`src/spm_pkg.sv`:
```
// ----------------------------------------------------------------------------
// spm_pkg
// Shared types, constants and the quarter-sine gain table of the stereo panner.
// ----------------------------------------------------------------------------
package spm_pkg;

  localparam int NumSrc     = 64;
  localparam int SrcW       = 6;
  localparam int Gtd        = 256;
  localparam int TabW       = $clog2(Gtd + 1);
  localparam logic [63:0] HalfPiQ30 = 64'd1686629713;

  typedef enum logic [2:0] {
    REG_MODE   = 3'd0,
    REG_FACTOR = 3'd1,
    REG_LENGTH = 3'd2,
    REG_THRESH = 3'd3,
    REG_COMP   = 3'd4
  } reg_idx_e;

  typedef enum logic [3:0] {
    ST_IDLE, ST_PAN, ST_READ, ST_ADOPT, ST_DIV, ST_STEP, ST_POLE,
    ST_WEIGHT, ST_ACC, ST_WB, ST_EMIT, ST_OUT
  } state_e;

  typedef struct packed {
    logic        stop;
    logic [31:0] slope;
    logic [31:0] cur;
    logic [15:0] tgt;
  } chan_t;

  typedef struct packed {
    logic        start;
    logic        neg;
    logic [31:0] mag;
    logic [12:0] dvs;
  } div_req_t;

  typedef logic [15:0] sin_tab_t [0:Gtd];

  function automatic sin_tab_t build_sin_tab();
    sin_tab_t    t;
    logic [63:0] x;
    logic [63:0] x2;
    logic [63:0] term;
    logic [63:0] sum;
    logic [63:0] r;
    for (int k = 0; k <= Gtd; k++) begin
      x    = 64'(k) * HalfPiQ30 / 64'(Gtd);
      x2   = (x * x) >> 30;
      term = x;
      sum  = x;
      for (int n = 1; n <= 7; n++) begin
        term = ((term * x2) >> 30) / 64'((2 * n) * (2 * n + 1));
        if (n % 2 == 1) begin
          sum = sum - term;
        end else begin
          sum = sum + term;
        end
      end
      r = (sum + 64'd16384) >> 15;
      if (r > 64'd32768) begin
        r = 64'd32768;
      end
      t[k] = r[15:0];
    end
    return t;
  endfunction

  localparam sin_tab_t SinTab = build_sin_tab();

endpackage

```
`src/spm_div.sv`:
```
// ----------------------------------------------------------------------------
// spm_div
// Restoring divider, one quotient bit per cycle, for the linear gain slope.
// ----------------------------------------------------------------------------
module spm_div (
  input  logic              clk_i,
  input  logic              rst_ni,
  input  spm_pkg::div_req_t req_i,
  output logic              done_o,
  output logic [31:0]       quot_o
);
  import spm_pkg::*;

  logic [5:0]  cnt_q;
  logic        busy_q, neg_q;
  logic [31:0] dvd_q;
  logic [12:0] dvs_q;
  logic [13:0] rem_q;
  logic [14:0] trial;
  logic [32:0] qneg;

  assign trial = {rem_q, dvd_q[31]} - {2'b0, dvs_q};

  always_ff @(posedge clk_i or negedge rst_ni) begin
    if (!rst_ni) begin
      busy_q <= 1'b0;
      cnt_q  <= '0;
    end else if (req_i.start) begin
      busy_q <= 1'b1;
      cnt_q  <= 6'd32;
    end else if (busy_q) begin
      cnt_q <= cnt_q - 6'd1;
      if (cnt_q == 6'd1) begin
        busy_q <= 1'b0;
      end
    end
  end

  always_ff @(posedge clk_i) begin
    if (req_i.start) begin
      dvd_q <= req_i.mag;
      dvs_q <= (req_i.dvs == '0) ? 13'd1 : req_i.dvs;
      neg_q <= req_i.neg;
      rem_q <= '0;
    end else if (busy_q) begin
      if (!trial[14]) begin
        rem_q <= trial[13:0];
        dvd_q <= {dvd_q[30:0], 1'b1};
      end else begin
        rem_q <= {rem_q[12:0], dvd_q[31]};
        dvd_q <= {dvd_q[30:0], 1'b0};
      end
    end
  end

  assign qneg   = 33'd0 - {1'b0, dvd_q};
  assign done_o = !busy_q && !req_i.start && (cnt_q == 6'd0);
  assign quot_o = neg_q ? qneg[31:0] : dvd_q;

endmodule

```
`config.mk`:
```
export PLATFORM = sky130hd
export DESIGN_NAME = spm_div
export DESIGN_NICKNAME = d
export VERILOG_FILES = /design/src/spm_pkg.sv /design/src/spm_div.sv
export SDC_FILE = /design/constraint.sdc
export NUM_CORES = 1
export LEC_CHECK = 0
export BUFFER_PORTS_ARGS = -buffer_cell sky130_fd_sc_hd__buf_2
export CAP_MARGIN = 20
export CORE_MARGIN = 4
export CORE_UTILIZATION = 45
export DETAILED_ROUTE_END_ITERATION = 6
export PLACE_DENSITY = 0.75
export SYNTH_ARGS = -nofsm -noshare
export SYNTH_HDL_FRONTEND = slang
export SYNTH_SLANG_ARGS = --single-unit
```
`constraint.sdc`:
```
create_clock -name clk_i -period 3.4 [get_ports clk_i]
set_clock_uncertainty 0.2 [all_clocks]
set_input_delay 0.68 -clock clk_i [delete_from_list [all_inputs] [get_ports clk_i]]
set_output_delay 0.68 -clock clk_i [all_outputs]
set_load 0.02 [all_outputs]
```
==> summary.txt, run 1 <==
Outcome
  • Result of the run: complete, but fails checks
  • Violated checks: setup timing

Synth
  • Primary flip-flop cell chosen by synthesis mapping: sky130_fd_sc_hd__edfxtp_1
  • Biggest area contributors in the synthesized netlist: sky130_fd_sc_hd__edfxtp_1, sky130_fd_sc_hd__mux2_2, sky130_fd_sc_hd__xnor2_1
  • Combinational family with the most area after synthesis: simple AND/OR/NAND/NOR gates
  • Warning count from the yosys run: 0
  • Unique masters post-synth: 47
  • Seq/Total Area, Yosys: 44.8%
  • Fraction of post-synthesis cell area in the top cell type by area: 33.7%
  • Mux share of post-synthesis cell area: 10.5%
  • Synth Area in XOR/XNOR: 9.62%
  • Average cell area after synthesis: 10.2 µm²
  • Post-synth EDFFs: 46
  • Netlist area before placement: 4100 µm²
  • Leading area contributor after synthesis: sky130_fd_sc_hd__edfxtp_1
  • Synth Area in Adders: 5.37%
  • Synth Area in Compound Gates: 12.4%
  • Fraction of registers with async set or reset after synthesis: 10.4%
  • Number of register bits inferred by synthesis: 67
  • Mapped Cells: 402
  • Simple-gate share of the synthesized area: 12.5%
  • Net count after synthesis: 468

Routing
  • Routed length per instance: 15.8 µm
  • Vias after detailed routing: 3308
  • First-iteration detailed-routing DRC count: 122
  • Number of vias per cell: 5.48
  • WL final: 9.54 mm
  • 1st-pass router iterations: 5
  • DRC violation count after routing: 0
  • Number of nets with antenna violations after routing: 0

Worst setup path
  • Origin of the critical flop-to-flop path: dvd_q[31]
  • Maximum net fanout on the critical path: 3
  • Data arrival time of the critical path: 2.88 ns
  • Element type at the critical path start: flop
  • R2R Path End: rem_q[0]
  • Classification of the worst setup path: reg2out
  • Cells on worst reg2reg path: 10
  • Sort of element at the end of the critical path: primary output
  • Data required time of the critical path: 2.52 ns
  • Register-to-register path setup slack: 0.29 ns

Cells and area
  • Non-filler instance count after layout: 604
  • Layout-stage area growth over the synthesis result: 25.9%
  • Post-Route Utilization: 58.6%
  • Most frequent cells in the layout: sky130_fd_sc_hd__buf_2, sky130_fd_sc_hd__edfxtp_1, sky130_fd_sc_hd__nand2_1
  • Most common library cell in the layout ignoring fill and taps: sky130_fd_sc_hd__buf_2
  • Number of inserted filler cells in the final layout: 727
  • Final net count: 557
  • Share of cells above drive strength 1: 35.7%
  • Antenna fix cells: 0

CTS
  • Clock input transition at the sequential cells of the worst setup and hold paths: 0.08 ns
  • Worst-case clock buffer depth: 2
  • Clk_lat worst skew: 0.35 ns
  • H-Tree Level Count: 3
  • Number of CTS-inserted buffers: 9
  • TritonCTS clock tree: done
  • Root cell of the clock tree: sky130_fd_sc_hd__clkbuf_8
  • Clock Sinks: 67

Power
  • Cell-internal power: 1.82 mW
  • Power density over the cells: 531 nW/µm²
  • Fraction of power consumed by sequential logic: 41.0%
  • Static leakage power: 2.14 nW
  • Proportion of power drawn by the clock network: 27.0%
  • Psw: 0.914 mW
  • Net switching fraction of the power: 33.4%
  • Part of the power in combinational logic: 32.0%
  • Peak supply drop: 222 µV

Worst hold path
  • Launch point of the worst hold path: rem_q[6]
  • Worst hold path class: reg2reg
  • Worst Hold End: rem_q[6]
  • Number of stages on the worst hold path: 2

Placement
  • Count of input and output buffers: 81
  • Worst-case setup slack after placement: -0.0208 ns
  • Routability-driven placement congestion ratio: 0.916
  • Half-perimeter wire length after detailed placement: 6.78 mm
  • Cell count after placement: 579

Timing
  • Shortest clock period the worst path allows after layout: 3.76 ns
  • Slew Viols, Final: 0
  • Endpoints failing setup: 9
  • Worst rel slew slack: 49.9%
  • Period Utilization, post-route: 111%
  • Number of failing hold endpoints at the final stage: 0
  • Transition time at the pin with the least slew margin: 0.752 ns
  • Total negative slack: -2.49 ns
  • Achievable clock frequency: 266 MHz
  • RSZ-0062 raised after global routing: yes
  • Worst hold slack: 0.303 ns
  • Worst path setup slack after routing: -0.361 ns

Floorplanning
  • DIE WIDTH: 103 µm
  • Core Region: 8810 µm²
  • Count of standard-cell rows: 34
  • Total die area: 10700 µm²
  • Vertical die dimension: 103 µm
  • Top-level I/O count: 82
  • Starting density of the core: 46.5%

GRT
  • Via count of the first global-routing pass: 3218
  • First-pass GRT wire length: 15.3 mm
  • Total global routing track utilization: 18.4%
  • Largest net degree at the start of global routing: 67
  • Aggregate global routing overflow: 0
  • Initial antenna violation count: 0

Flow run
  • Max-cap violation count: 0
how the worst max path moves through the flow:
stage | from | end | slack (ns) | cells after the start
after floorplan | dvd_q[17] | quot_o[31] | 0.02 | 6
after global routing | dvd_q[18] | quot_o[26] | -0.45 | 7
final | dvd_q[18] | quot_o[26] | -0.36 | 7
after detailed placement | dvd_q[17] | quot_o[29] | -0.02 | 8
after CTS | dvd_q[18] | quot_o[29] | -0.38 | 8
after global placement | dvd_q[18] | quot_o[29] | 0.03 | 8
stage by stage:
stage          area, µm²  power [mW]
2_1_floorplan       4110        1.69
3_3_place_gp        4650        1.90
3_5_place_dp        4680        1.94
4_1_cts             5060        2.72
5_1_grt             5160        2.89
6_report            5160        2.74
worst max-delay path, cell delays in order, from the launching register on:
cell	delay (ns)
sky130_fd_sc_hd__edfxtp_1	0.39
sky130_fd_sc_hd__or4_4	0.54
sky130_fd_sc_hd__or2_4	0.24
sky130_fd_sc_hd__or4_4	0.45
sky130_fd_sc_hd__or3_4	0.43
sky130_fd_sc_hd__o31ai_4	0.19
sky130_fd_sc_hd__xnor2_1	0.14
sky130_fd_sc_hd__buf_4	0.16
synth_stat cells, types with 2 or more instances:
cell type and count:
sky130_fd_sc_hd__xor2_1 11, sky130_fd_sc_hd__edfxtp_1 46, sky130_fd_sc_hd__buf_1 3, sky130_fd_sc_hd__nor4_1 5, sky130_fd_sc_hd__nand2b_1 8, sky130_fd_sc_hd__a22o_1 2
sky130_fd_sc_hd__inv_1 22, sky130_fd_sc_hd__a311oi_1 3, sky130_fd_sc_hd__nor3_1 6, sky130_fd_sc_hd__nor2b_1 2, sky130_fd_sc_hd__xnor2_1 34, sky130_fd_sc_hd__mux2_2 31
sky130_fd_sc_hd__or4_1 2, sky130_fd_sc_hd__o31ai_1 6, sky130_fd_sc_hd__o41ai_1 6, sky130_fd_sc_hd__nor2_1 22, sky130_fd_sc_hd__or3_1 3, sky130_fd_sc_hd__o21ai_1 4
sky130_fd_sc_hd__and3_1 3, sky130_fd_sc_hd__nand2_1 40, sky130_fd_sc_hd__a211oi_1 9, sky130_fd_sc_hd__o21ai_0 19, sky130_fd_sc_hd__dfxtp_1 14, sky130_fd_sc_hd__ha_1 16
sky130_fd_sc_hd__mux2i_1 8, sky130_fd_sc_hd__dfrtp_1 7, sky130_fd_sc_hd__o211ai_1 5, sky130_fd_sc_hd__nand3_1 10, sky130_fd_sc_hd__a21oi_1 13, sky130_fd_sc_hd__clkbuf_1 23
sky130_fd_sc_hd__buf_2 2, sky130_fd_sc_hd__a21o_1 2
layout make-up:
cell class              instances  area [µm²]  area share, %
multi-input cells             284        2210           42.9
flip-flops and latches         67        1840           35.6
repair buffers                107         669           13.0
well taps                     108         135           2.62
clock buffers                   9         124           2.40
clock inverters                 7         100           1.94
inverters                      22        82.6           1.60
routing by layer:
metal | GRT usage [%] | vias up | part of all wire [%]
met5 | 0 | - | 0
met4 | 5.88 | 0 | 1.3
met3 | 3.29 | 13 | 5.9
met2 | 31.8 | 124 | 49
met1 | 23.2 | 1563 | 44
li1 | - | 1608 | -
power by group through the flow:
stage,clock network (mW),registers [mW],logic [mW]
final,0.739,1.12,0.877
after global routing,0.792,1.14,0.963
after CTS,0.755,1.12,0.844
after detailed placement,0,1.13,0.801
after global placement,0,1.13,0.774
after floorplan,0,1.11,0.579
timing repair:
item,4_1_cts,5_1_grt
endpoints found under the hold margin,7,0
resized for setup,27,15
pin swaps,6,5
hold buffers,1,0
endpoints found under the setup margin,17,19
setup buffers,3,5
cells by family (layout without fill, tap and decap cells):
family	after synthesis	count (layout)
AOI/OAI and AO/OA	76	76
xor gates and xnor gates	45	45
adders and majority gates	17	17
buffers and inverters	51	145
DFF	67	67
muxes	39	39
and+or+nand+nor	107	107
state kept, by name, indices dropped and copies added, names as in the netlist:
| register | cells |
|---|---|
| neg_q | 1 |
| dvd_q | 32 |
| rem_q | 14 |
| cnt_q | 6 |
| dvs_q | 13 |
| busy_q | 1 |
Note: power is estimated with default switching activity, not from simulation.
==> inputs of run 2 (changes only) <==
- SKIP_CTS_REPAIR_TIMING: unset -> 1
==> summary.txt, run 2 (synthesized netlist as in run 1, its figures left out) <==
Cells and area
  • Final net count: 554 (was 557)
  • Register name with the most flops: dvd_q (unchanged)
  • Most common library cell in the layout ignoring fill and taps: sky130_fd_sc_hd__buf_2 (unchanged)
  • Share of cells above drive strength 1: 34.3% (was 35.7%)
  • Number of inserted filler cells in the final layout: 732 (was 727)
  • Antenna fix cells: 0 (unchanged)
  • Multi-input combinational cell area: 2160 µm² (was 2210 µm²)
  • Largest registers: dvd_q (32), rem_q (14), dvs_q (13) (unchanged)
  • Most frequent cells in the layout: sky130_fd_sc_hd__buf_2, sky130_fd_sc_hd__edfxtp_1, sky130_fd_sc_hd__nand2_1 (unchanged)
  • Layout-stage area growth over the synthesis result: 23.4% (was 25.9%)
  • Largest register FFs: 32 (unchanged)
  • FF+latch area: 1840 µm² (unchanged)
  • Post-Route Utilization: 57.4% (was 58.6%)

Worst setup path
  • Origin of the critical flop-to-flop path: dvd_q[31] (unchanged)
  • Data required time of the critical path: 2.52 ns (about the same)
  • Slowest-stage cell, CP: sky130_fd_sc_hd__or4_4 (unchanged)
  • Maximum single-stage delay on the critical path: 0.54 ns (about the same)
  • Register-to-register path setup slack: 0.28 ns (was 0.29 ns)
  • Data arrival time of the critical path: 2.86 ns (was 2.88 ns)
  • Sort of element at the end of the critical path: primary output (unchanged)
  • Element type at the critical path start: flop (unchanged)
  • Maximum net fanout on the critical path: 4 (was 3)
  • R2R Path End: rem_q[0] (unchanged)
  • Cells on worst reg2reg path: 10 (unchanged)
  • Classification of the worst setup path: reg2out (unchanged)
  • Crit path cell chain: or4_4, or2_4, or4_4, or3_4, o21ai_2, nand2_2, xor2_2, buf_6 (was or4_4, or2_4, or4_4, or3_4, o31ai_4, xnor2_1, buf_4)
  • Most frequent cell on the critical path: sky130_fd_sc_hd__or4_4 (unchanged)

Floorplanning
  • DIE WIDTH: 103 µm (unchanged)
  • Core Region: 8810 µm² (unchanged)
  • Top-level I/O count: 82 (unchanged)
  • Total die area: 10700 µm² (unchanged)
  • Vertical die dimension: 103 µm (unchanged)
  • Starting density of the core: 46.5% (unchanged)
  • Count of standard-cell rows: 34 (unchanged)

Worst hold path
  • Number of stages on the worst hold path: 2 (unchanged)
  • Launch point of the worst hold path: rem_q[6] (unchanged)
  • Worst Hold End: rem_q[6] (unchanged)
  • Worst hold path class: reg2reg (unchanged)

GRT
  • First-pass GRT wire length: 14.5 mm (was 15.3 mm)
  • Via count of the first global-routing pass: 3063 (was 3218)
  • Initial antenna violation count: 0 (unchanged)
  • Largest net degree at the start of global routing: 67 (unchanged)
  • Total global routing track utilization: 17.4% (was 18.4%)
  • Aggregate global routing overflow: 0 (unchanged)

CTS
  • Worst-case clock buffer depth: 2 (unchanged)
  • Clock input transition at the sequential cells of the worst setup and hold paths: 0.08 ns (about the same)
  • TritonCTS clock tree: done (unchanged)
  • Number of CTS-inserted buffers: 9 (unchanged)
  • Root cell of the clock tree: sky130_fd_sc_hd__clkbuf_8 (unchanged)
  • Clk_lat worst skew: 0.35 ns (about the same)
  • H-Tree Level Count: 3 (unchanged)
  • Clock Sinks: 67 (unchanged)

Power
  • Power density over the cells: 536 nW/µm² (was 531 nW/µm²)
  • Peak supply drop: 222 µV (about the same)
  • Static leakage power: 2.09 nW (was 2.14 nW)

Routing
  • Vias after detailed routing: 3284 (was 3308)
  • WL final: 9.34 mm (was 9.54 mm)
  • First-iteration detailed-routing DRC count: 106 (was 122)
  • DRC violation count after routing: 0 (unchanged)
  • Number of vias per cell: 5.46 (was 5.48)
  • 1st-pass router iterations: 5 (unchanged)
  • Routed length per instance: 15.5 µm (was 15.8 µm)
  • Number of nets with antenna violations after routing: 0 (unchanged)

Placement
  • Count of input and output buffers: 81 (unchanged)
  • Half-perimeter wire length after detailed placement: 6.78 mm (unchanged)
  • Routability-driven placement congestion ratio: 0.916 (unchanged)

Timing
  • Endpoints failing setup: 10 (was 9)
  • RSZ-0062 raised after global routing: yes (unchanged)
  • Period Utilization, post-route: 110% (was 111%)
  • Achievable clock frequency: 267 MHz (was 266 MHz)
  • Shortest clock period the worst path allows after layout: 3.74 ns (was 3.76 ns)
  • Transition time at the pin with the least slew margin: 0.764 ns (was 0.752 ns)
  • Worst path setup slack after routing: -0.342 ns (was -0.361 ns)
  • Slew Viols, Final: 0 (unchanged)
  • Worst hold slack: 0.304 ns (was 0.303 ns)
  • Worst rel slew slack: 49.0% (was 49.9%)
  • Number of failing hold endpoints at the final stage: 0 (unchanged)

Outcome
  • Violated checks: setup timing (unchanged)
  • Result of the run: complete, but fails checks (unchanged)

Flow run
  • Max-cap violation count: 0 (unchanged)
-- run 2: how the worst max path moves through the flow --
stage / startpoint / end / slack (ns) / cells past startpoint
global placement: dvd_q[18] / quot_o[29] / 0.03 / 8
finish: dvd_q[18] / quot_o[29] / -0.34 / 8
CTS: dvd_q[18] / quot_o[29] / -0.41 / 8
global route: dvd_q[18] / quot_o[27] / -0.48 / 7
detailed placement: dvd_q[17] / quot_o[29] / -0.02 / 8
floorplan: dvd_q[17] / quot_o[31] / 0.02 / 6
-- run 2: worst max-delay path, delay by kind of cell (launching register included) --
kind | cells | cell delay [ns]
compound gates | 1 | 0.13
xor+xnor | 1 | 0.19
buf+inv | 1 | 0.14
flops | 1 | 0.39
simple gates | 5 | 1.66
-- run 2: where the power goes --
group / internal, mW / switching [mW] / leakage [nW]
combinational: 0.385 / 0.467 / 1.31
clock: 0.418 / 0.321 / 0.114
sequential: 1.01 / 0.116 / 0.675
-- run 2: stage by stage --
| stage | instance area (µm²) | setup slack (ns) | TNS [ns] | std cells | total power [mW] |
|---|---|---|---|---|---|
| 2_1_floorplan | 4110 | 0.0246 | 0 | 402 | 1.69 |
| 3_3_place_gp | 4650 | 0.0264 | 0 | 578 | 1.90 |
| 3_5_place_dp | 4680 | -0.0208 | -0.0208 | 579 | 1.94 |
| 4_1_cts | 4900 | -0.412 | -3.71 | 595 | 2.68 |
| 5_1_grt | 5060 | -0.481 | -3.69 | 601 | 2.87 |
| 6_report | 5060 | -0.342 | -2.54 | 601 | 2.71 |
-- run 2: metal layers --
metal	up-vias	share of wire (%)	GRT usage [%]
met5	-	0	0
met3	9	6.1	3.22
li1	1603	-	-
met1	1544	45	22.3
met2	128	48	30.0
met4	0	1.0	5.38
-- run 2: layout make-up --
class | count | area share [%]
clock buffer | 9 | 2.45
clock inverter | 7 | 1.98
inverter | 22 | 1.63
multi-input combinational | 284 | 42.6
sequential | 67 | 36.3
tap | 108 | 2.67
timing repair buffer | 104 | 12.3
